<file path="config.mk">
export PLATFORM = sky130hd
export DESIGN_NAME = decimal_amount_compression_codec
export DESIGN_NICKNAME = d
export VERILOG_FILES = /design/src/rtl/core/dacc_pkg.sv /design/src/rtl/core/dacc_div_cell.sv /design/src/rtl/core/decimal_amount_compression_codec.sv
export SDC_FILE = /design/constraint.sdc
export NUM_CORES = 2
export LEC_CHECK = 0
export ABC_CLOCK_PERIOD_IN_PS = 28300
export BUFFER_PORTS_ARGS = -buffer_cell sky130_fd_sc_hd__buf_4
export CORE_UTILIZATION = 60
export DETAILED_ROUTE_END_ITERATION = 8
export PLACE_DENSITY = 0.77
export SLEW_MARGIN = 30
export SYNTH_ARGS = -nofsm -noshare
export SYNTH_HDL_FRONTEND = slang
export SYNTH_HIERARCHICAL = 1
export SYNTH_SLANG_ARGS = --single-unit
</file>
<file path="constraint.sdc">
create_clock -name aclk -period 28.3 [get_ports aclk]
set_clock_uncertainty 0.1 [all_clocks]
set_input_delay 2.83 -clock aclk [delete_from_list [all_inputs] [get_ports aclk]]
set_output_delay 2.83 -clock aclk [all_outputs]
set_load 0.02 [all_outputs]
</file>
<file path="src/rtl/core/dacc_pkg.sv">
// Shared types, constants and helpers for the decimal amount compression codec.
// No dependencies; every other file in rtl/core imports this package.
package dacc_pkg;

    localparam int VALUE_W    = 64;
    localparam int REM_W      = 4;
    localparam int CHUNK_W    = 8;
    localparam int CELL_COUNT = VALUE_W / CHUNK_W;

    localparam logic OP_COMPRESS   = 1'b0;
    localparam logic OP_DECOMPRESS = 1'b1;

    localparam logic [REM_W-1:0] E_STRIP_MAX = 4'd9;
    localparam logic [REM_W:0]   DIV_TEN     = 5'd10;
    localparam logic [REM_W:0]   DIV_NINE    = 5'd9;

    // Largest value that can still be multiplied by ten without leaving 64 bits.
    localparam logic [VALUE_W-1:0] MAX_DIV10 = 64'd1844674407370955161;

    // One beat travelling down the divider chain.
    typedef struct packed {
        logic               vld;
        logic               div9;
        logic [VALUE_W-1:0] num;
        logic [VALUE_W-1:0] quo;
        logic [REM_W-1:0]   rem;
    } div_beat_t;

    // Multiply by ten with shifts and one add, wrapping modulo 2^64.
    function automatic logic [VALUE_W-1:0] times10(input logic [VALUE_W-1:0] x);
        times10 = (x << 3) + (x << 1);
    endfunction

endpackage

</file>
<file path="src/rtl/core/dacc_div_cell.sv">
// One cell of the constant divider chain: long division of one dividend chunk.
// Depends on dacc_pkg for the beat type and the chunk width.
module dacc_div_cell (
    input  logic                aclk,
    input  logic                aresetn,
    input  dacc_pkg::div_beat_t cell_in,
    output dacc_pkg::div_beat_t cell_out
);
    import dacc_pkg::*;

    logic        vld_reg;
    div_beat_t   payload_reg;
    div_beat_t   payload_next;
    logic [CHUNK_W-1:0] qbits;

    // Restoring division by nine or ten over the top chunk of the dividend.
    always_comb begin
        logic [REM_W:0]   t;
        logic [REM_W-1:0] r;
        logic [REM_W:0]   dv;
        r     = cell_in.rem;
        dv    = cell_in.div9 ? DIV_NINE : DIV_TEN;
        qbits = '0;
        t     = '0;
        for (int i = 0; i < CHUNK_W; i++) begin
            t = {r, cell_in.num[VALUE_W-1-i]};
            if (t >= dv) begin
                t = t - dv;
                qbits[CHUNK_W-1-i] = 1'b1;
            end
            r = t[REM_W-1:0];
        end
        payload_next      = cell_in;
        payload_next.num  = cell_in.num << CHUNK_W;
        payload_next.quo  = {cell_in.quo[VALUE_W-CHUNK_W-1:0], qbits};
        payload_next.rem  = r;
    end

    always_ff @(posedge aclk) begin
        if (!aresetn) begin
            vld_reg <= 1'b0;
        end else begin
            vld_reg <= cell_in.vld;
        end
        payload_reg <= payload_next;
    end

    always_comb begin
        cell_out     = payload_reg;
        cell_out.vld = vld_reg;
    end

endmodule

</file>
<file path="src/rtl/core/decimal_amount_compression_codec.sv">
// Top level of the decimal amount compression codec: control sequencer and divider chain.
// Depends on dacc_pkg and dacc_div_cell.
//
// The codec takes one beat holding an opcode (s_tuser) and a 64-bit value (s_tdata) and
// returns one beat holding a 64-bit result (m_tdata) and an overflow flag (m_tuser).
// Compression strips up to nine trailing decimal zeros and, unless it stripped nine, folds
// the last remaining digit into the code; decompression undoes it, raising overflow when a
// rescale by ten runs past 64 bits (the result then holds the wrapped low bits). Every
// division by ten or nine runs through a chain of eight identical cells, each doing long
// division on one byte of the dividend and passing the partial quotient and remainder to
// its neighbor. The block works on one item at a time: a zero value skips the divider,
// a compression runs at most nine divisions by ten, and a decompression runs one division
// by ten and, unless the exponent is nine, one by nine, then one rescale by ten per
// decimal exponent step (up to nine). A finished result sits in the output register, and
// the next input beat is accepted while it waits to be taken.
module decimal_amount_compression_codec (
    input  logic                          aclk,
    input  logic                          aresetn,
    input  logic                          s_tvalid,
    output logic                          s_tready,
    input  logic [dacc_pkg::VALUE_W-1:0]  s_tdata,   // [63:0] value
    input  logic [0:0]                    s_tuser,   // [0] opcode
    output logic                          m_tvalid,
    input  logic                          m_tready,
    output logic [dacc_pkg::VALUE_W-1:0]  m_tdata,   // [63:0] result
    output logic [0:0]                    m_tuser    // [0] overflow
);
    import dacc_pkg::*;

    typedef enum logic [2:0] {
        S_IDLE,
        S_C_WAIT,
        S_C_MUL9,
        S_C_FIN,
        S_D_WAIT10,
        S_D_WAIT9,
        S_D_SCALE,
        S_OUT
    } state_t;

    state_t             state_reg, state_next;
    logic [VALUE_W-1:0] n_reg, n_next;
    logic [REM_W-1:0]   e_reg, e_next;
    logic [REM_W-1:0]   d_reg, d_next;
    logic               ovf_reg, ovf_next;
    logic               m_tvalid_reg, m_tvalid_next;
    logic [VALUE_W-1:0] m_tdata_reg, m_tdata_next;
    logic               m_tuser_reg, m_tuser_next;

    div_beat_t          chain [CELL_COUNT+1];
    logic [CELL_COUNT-1:0] cell_vld;
    div_beat_t          div_in;
    div_beat_t          div_out;

    // The divider chain: beats enter at chain[0] and leave at chain[CELL_COUNT].
    for (genvar g = 0; g < CELL_COUNT; g++) begin : g_cell
        dacc_div_cell u_cell (
            .aclk     (aclk),
            .aresetn  (aresetn),
            .cell_in  (chain[g]),
            .cell_out (chain[g+1])
        );
        assign cell_vld[g] = chain[g+1].vld;
    end

    assign chain[0] = div_in;
    assign div_out  = chain[CELL_COUNT];
    assign s_tready = (state_reg == S_IDLE);

    always_comb begin
        state_next    = state_reg;
        n_next        = n_reg;
        e_next        = e_reg;
        d_next        = d_reg;
        ovf_next      = ovf_reg;
        m_tvalid_next = m_tvalid_reg;
        m_tdata_next  = m_tdata_reg;
        m_tuser_next  = m_tuser_reg;
        div_in        = '0;

        if (m_tvalid_reg && m_tready) begin
            m_tvalid_next = 1'b0;
        end

        case (state_reg)
            S_IDLE: begin
                if (s_tvalid) begin
                    ovf_next = 1'b0;
                    e_next   = '0;
                    if (s_tdata == '0) begin
                        n_next     = '0;
                        state_next = S_OUT;
                    end else if (s_tuser[0] == OP_DECOMPRESS) begin
                        // The code is offset by one; divide (code - 1) by ten first.
                        div_in.vld = 1'b1;
                        div_in.num = s_tdata - 64'd1;
                        state_next = S_D_WAIT10;
                    end else begin
                        div_in.vld = 1'b1;
                        div_in.num = s_tdata;
                        state_next = S_C_WAIT;
                    end
                end
            end
            S_C_WAIT: begin
                if (div_out.vld) begin
                    if (div_out.rem == '0) begin
                        if (e_reg == E_STRIP_MAX - 4'd1) begin
                            // Ninth zero stripped: the code reduces to ten times the rest.
                            e_next     = E_STRIP_MAX;
                            n_next     = times10(div_out.quo);
                            state_next = S_OUT;
                        end else begin
                            e_next     = e_reg + 4'd1;
                            div_in.vld = 1'b1;
                            div_in.num = div_out.quo;
                        end
                    end else begin
                        n_next     = div_out.quo;
                        d_next     = div_out.rem;
                        state_next = S_C_MUL9;
                    end
                end
            end
            S_C_MUL9: begin
                n_next     = (n_reg << 3) + n_reg + VALUE_W'(d_reg - 4'd1);
                state_next = S_C_FIN;
            end
            S_C_FIN: begin
                n_next     = times10(n_reg) + VALUE_W'(e_reg) + 64'd1;
                state_next = S_OUT;
            end
            S_D_WAIT10: begin
                if (div_out.vld) begin
                    e_next = div_out.rem;
                    if (div_out.rem < E_STRIP_MAX) begin
                        div_in.vld  = 1'b1;
                        div_in.div9 = 1'b1;
                        div_in.num  = div_out.quo;
                        state_next  = S_D_WAIT9;
                    end else begin
                        n_next     = div_out.quo + 64'd1;
                        state_next = S_D_SCALE;
                    end
                end
            end
            S_D_WAIT9: begin
                if (div_out.vld) begin
                    n_next     = times10(div_out.quo) + VALUE_W'(div_out.rem) + 64'd1;
                    state_next = S_D_SCALE;
                end
            end
            S_D_SCALE: begin
                if (e_reg == '0) begin
                    state_next = S_OUT;
                end else begin
                    if (n_reg > MAX_DIV10) begin
                        ovf_next = 1'b1;
                    end
                    n_next = times10(n_reg);
                    e_next = e_reg - 4'd1;
                end
            end
            S_OUT: begin
                if (!m_tvalid_reg || m_tready) begin
                    m_tvalid_next = 1'b1;
                    m_tdata_next  = n_reg;
                    m_tuser_next  = ovf_reg;
                    state_next    = S_IDLE;
                end
            end
            default: begin
                state_next = S_IDLE;
            end
        endcase
    end

    always_ff @(posedge aclk) begin
        if (!aresetn) begin
            state_reg    <= S_IDLE;
            m_tvalid_reg <= 1'b0;
        end else begin
            state_reg    <= state_next;
            m_tvalid_reg <= m_tvalid_next;
        end
        n_reg       <= n_next;
        e_reg       <= e_next;
        d_reg       <= d_next;
        ovf_reg     <= ovf_next;
        m_tdata_reg <= m_tdata_next;
        m_tuser_reg <= m_tuser_next;
    end

    assign m_tvalid   = m_tvalid_reg;
    assign m_tdata    = m_tdata_reg;
    assign m_tuser[0] = m_tuser_reg;

    // At most one division is ever in flight in the chain.
    a_one_division: assert property (@(posedge aclk) disable iff (!aresetn)
        $countones(cell_vld) <= 1)
        else $error("more than one division in the divider chain");

    // A quotient only leaves the chain while the sequencer is waiting for one.
    a_out_expected: assert property (@(posedge aclk) disable iff (!aresetn)
        div_out.vld |-> (state_reg == S_C_WAIT || state_reg == S_D_WAIT10 ||
                         state_reg == S_D_WAIT9))
        else $error("divider result arrived in a state that does not wait for it");

    // The chain is empty whenever a new beat may be accepted.
    a_idle_empty: assert property (@(posedge aclk) disable iff (!aresetn)
        state_reg == S_IDLE |-> cell_vld == '0)
        else $error("division in flight while idle");

    // Compression never strips more than nine zeros.
    a_strip_bound: assert property (@(posedge aclk) disable iff (!aresetn)
        state_reg == S_C_WAIT |-> e_reg < E_STRIP_MAX)
        else $error("zero strip count out of range");

endmodule
</file>
# Yosys cells after proc, flatten, opt, wreduce, memory -nomap -nowiden
# Index checks and enable logic that the tools add are counted.
# word_totals
word_cells	414
input_bits	69
reg_bits	701
# classes
reduce_logical	16
n_addsub	77
bitwise_logic	1
magnitude_cmp	66
muxes	188
eq_ne	20
# ops
cell	count
two-way mux 64 bit	15
one-hot mux 64 bit (7 select lines)	1
>= comparator 5 x 4 -> 1 bit	63
two-way mux 4 bit	70
adder 64 bit	4
subtractor 4 bit	63
adder 64 x 1 -> 64 bit (second input constant)	3
one-hot mux 64 bit (3 select lines)	1
two-way mux 66 bit	2
adder 64 x 4 -> 64 bit	2
two-way mux 1 bit	76
greater-than comparator 64 x 61 -> 1 bit (second input constant)	1
logical NOT 64 bit	1
subtractor 64 x 1 -> 64 bit (second input constant)	1
two-way mux 3 bit	10
one-hot mux 3 bit (8 select lines)	1
two-way mux 2 bit	9
one-hot mux 4 bit (4 select lines)	1
inequality test 2 bit (second input constant)	7
equality test 3 bit (second input constant)	4
AND reduction 9 bit	1
logical NOT 4 bit	2
inequality test 2 x 1 -> 1 bit (second input constant)	4
AND reduction 7 bit	1
24 further kinds	25

# Longest topological paths before layout
# logic_depth
ltp_word	21
ltp_mapped	62
ltp_nobuf	61

# Modules after synthesis
# The synthesis kept the hierarchy.
# by_module_without_submodules
mod	cells_per_inst	area_each_um2	n_inst	seq_area_each_um2
decimal_amount_compression_codec	3680	27507.6	1	4224.1
dacc_div_cell at g_cell[0].u_cell ...	349	4291.6	5	2522.4
dacc_div_cell at g_cell[5].u_cell ...	356	4327.9	3	2522.4

# Worst setup path before layout
# No wires, ideal clock.
# synth_path
path_type	input port to flip-flop
from	input port s_tdata[9] (netlist name)
to	register g_cell[0].u_cell.payload_reg (netlist bit g_cell[0].u_cell/cell_out[1])
n_path_buf	0
setup_slack_ps	16190
t_arrival_ps	11881
path_stages	40
setup_ps	130
cell_sequence	or4_1 nor4_1 nor4b_1 nand3_1 nor2_1 nand2_1 nor2_1 nand3b_1 nor2_1 nand2_1 xor2_1 o21ai_0 nor3_1 a21oi_1 ha_1 a21oi_1 o2111ai_2 and2_1 [4 not listed] a211oi_1 o31a_4 mux2i_1 ha_1 a21oi_1 nand3_1 a2bb2oi_4 a21oi_1 ha_1 a21oi_1 or3b_1 a31o_4 o21ai_1 inv_1 ha_1 a21oi_1 a31oi_4 mux2i_1
# synth_lines
item	line	rtl
start: declaration	decimal_amount_compression_codec.sv:21	input logic [dacc_pkg::VALUE_W-1:0] s_tdata,
end signal: assignment	dacc_div_cell.sv:45	payload_reg <= payload_next;
end: declaration	dacc_div_cell.sv:12	div_beat_t payload_reg;

==> results.py <==
metrics = {
    "routing": {
        "drt_iter0_drc": 4092,
        "drc": 0,
        "wl_per_cell_um": 21.3,
        "ant_nets": 0,
        "first_pass_iters": 8,
        "via_per_inst": 6.49,
        "vias": 47100,
        "drt-total-wl_mm": 155,
    },
    "critical_path": {
        "reg2reg_slack_ns": 16.28,
        "critPathKind": "in2reg",
        "critPathCaptureType": "flip-flop",
        "worstRegToRegCells": 46,
        "worst_setup_path_start_kind": "primary input",
        "rr_endpoint": "g_cell[1].u_cell/cell_out[1]",
        "max_stage_delay_ns": 0.60,
        "r2r_start": "g_cell[0].u_cell/cell_out[132]",
        "arrival_ns": 14.06,
        "cp_common_cell": "a21oi_1",
        "worst-endpoint-required_ns": 28.73,
        "crit_fanout": 7,
        "crit_path_top_delay_cell": "or4_1",
    },
    "timing": {
        "hold_slack_ns": 0.200,
        "min_period_ns": 13.63,
        "fmax_mhz": 73.3,
        "worst_pin_slew_ns": 0.990,
        "rsz0062_at_grt": "no",
        "worst_slack_ns": 14.67,
        "tns_ns": 0,
        "hold_violations": 0,
        "setup_viol": 0,
        "slew_viol_final": 0,
        "worst_slew_margin_rel_pct": 33.4,
        "finalCritPeriodShare_pct": 48.2,
    },
    "place": {
        "finalWeightedCongestion": 0.994,
        "hpwl_mm": 121,
        "dpl_cell_area_mm2": 0.0544,
        "pre_cts_ws_ns": 14.03,
        "port_buffers": 135,
    },
    "yosys": {
        "syn_area_mm2": 0.0525,
        "synth_area_per_cell_um2": 8.78,
        "yosys_warnings": 6,
        "synthCells": 5972,
    },
    "cts": {
        "path_clk_slew_ns": 0.07,
        "clock-sinks": 701,
        "cts_tree": "yes",
        "post_cts_buffers": 0,
        "ctsResizeCount": 0,
        "clk_path_buf_depth": 3,
        "holdBufCountCts": 0,
        "cts_root_buf": "clkbuf_16",
        "cts_buffers": 75,
        "htreeDepth": 3,
        "clock_latency_ns": 0.67,
    },
    "flow_run": {
        "drv_cap": 0,
    },
    "hold_path": {
        "worstHoldEndpoint": "g_cell[3].u_cell/cell_out[21]",
        "holdCritStartpoint": "g_cell[2].u_cell/cell_out[13]",
        "hold_depth": 0,
        "hold_path.class": "reg2reg",
    },
    "global_route": {
        "grt_use_met2_pct": 53.5,
        "grt_pass1_wl_mm": 243,
        "antenna_found_initial": 3,
        "top_usage_layer": "met2",
        "met3_usage_pct": 4.44,
        "grt_pass1_vias": 44700,
        "overflow": 0,
        "grt_max_degree": 63,
        "gr-usage-all-layers_pct": 34.2,
        "use_met1_pct": 47.5,
    },
    "floorplanning": {
        "start_util_pct": 60.6,
        "num_rows": 108,
        "ioPinCount": 136,
        "die_y_um": 298,
        "die_x_um": 298,
        "core_mm2": 0.0866,
        "die_area_mm2": 0.0886,
    },
    "finish": {
        "nets": 6566,
        "fillers": 7224,
        "synthToLayoutAreaGrowth_pct": 8.85,
        "layout-drive-gt1-share_pct": 9.73,
        "largest_reg_flops": 551,
        "final_area_mm2": 0.0571,
    },
    "run_status": {
        "status": "finished, final reports clean",
    },
}
per-layer routing:
metal  routed length (um)  vias up  share of wire (%)
li1                     -    22500                  -
met1                68900    22500                 44
met2                67800     1839                 44
met3                11800      299                7.6
met4                 6300        4                4.1
met5                   25        -              0.016
metrics by stage:
stage | util [%] | cells
6_report | 65.9 | 7261
4_1_cts | 65.9 | 7260
3_5_place_dp | 62.8 | 7121
5_1_grt | 65.9 | 7260
2_1_floorplan | - | 5995
3_3_place_gp | 62.7 | 7121
final cells by class:
class / count / area [um^2] / area share, %
Timing Repair Buffer: 184 / 1380 / 2.42
Multi-Input combinational cell: 4795 / 35100 / 61.5
Clock inverter: 42 / 574 / 1.01
Tap cell: 1155 / 1450 / 2.53
Clock buffer: 97 / 2110 / 3.70
Antenna cell: 1 / 2.50 / 0.00438
Sequential cell: 701 / 15400 / 27.0
Inverter: 286 / 1070 / 1.88
cell usage in the layout (no fill, tap or decap), drive strengths merged, types with 151 or more instances in the layout:
| master | count |
|---|---|
| nand2 | 489 |
| buf | 184 |
| nand3 | 183 |
| a21o | 151 |
| inv | 294 |
| xnor2 | 210 |
| o21ai | 424 |
| ha | 325 |
| nor2 | 341 |
| a21oi | 491 |
| dfxtp | 563 |
how the worst max path moves through the flow:
| stage | start | endpoint | depth (start not counted) |
|---|---|---|---|
| global placement | s_tdata[22] | g_cell[0].u_cell/cell_out[1] | 38 |
| detailed placement | s_tdata[22] | g_cell[0].u_cell/cell_out[1] | 38 |
| floorplan | s_tdata[9] | g_cell[0].u_cell/cell_out[1] | 40 |
| CTS | s_tdata[22] | g_cell[0].u_cell/cell_out[1] | 38 |
| global route | s_tdata[9] | g_cell[0].u_cell/cell_out[1] | 41 |
| finish | s_tdata[9] | g_cell[0].u_cell/cell_out[1] | 41 |
worst max-delay path: cells and delay by family:
family / cells / cell delay, ns
AOI/OAI and AO/OA: 15 / 3.68
xor gates and xnor gates: 1 / 0.15
adders and majority gates: 5 / 1.61
buffers and inverters: 2 / 0.20
muxes: 3 / 0.93
and+or+nand+nor: 15 / 4.63
Power is left out: the tool's default activity adds up to more than one toggle a clock period on the data nets, which glitch-free logic cannot reach.
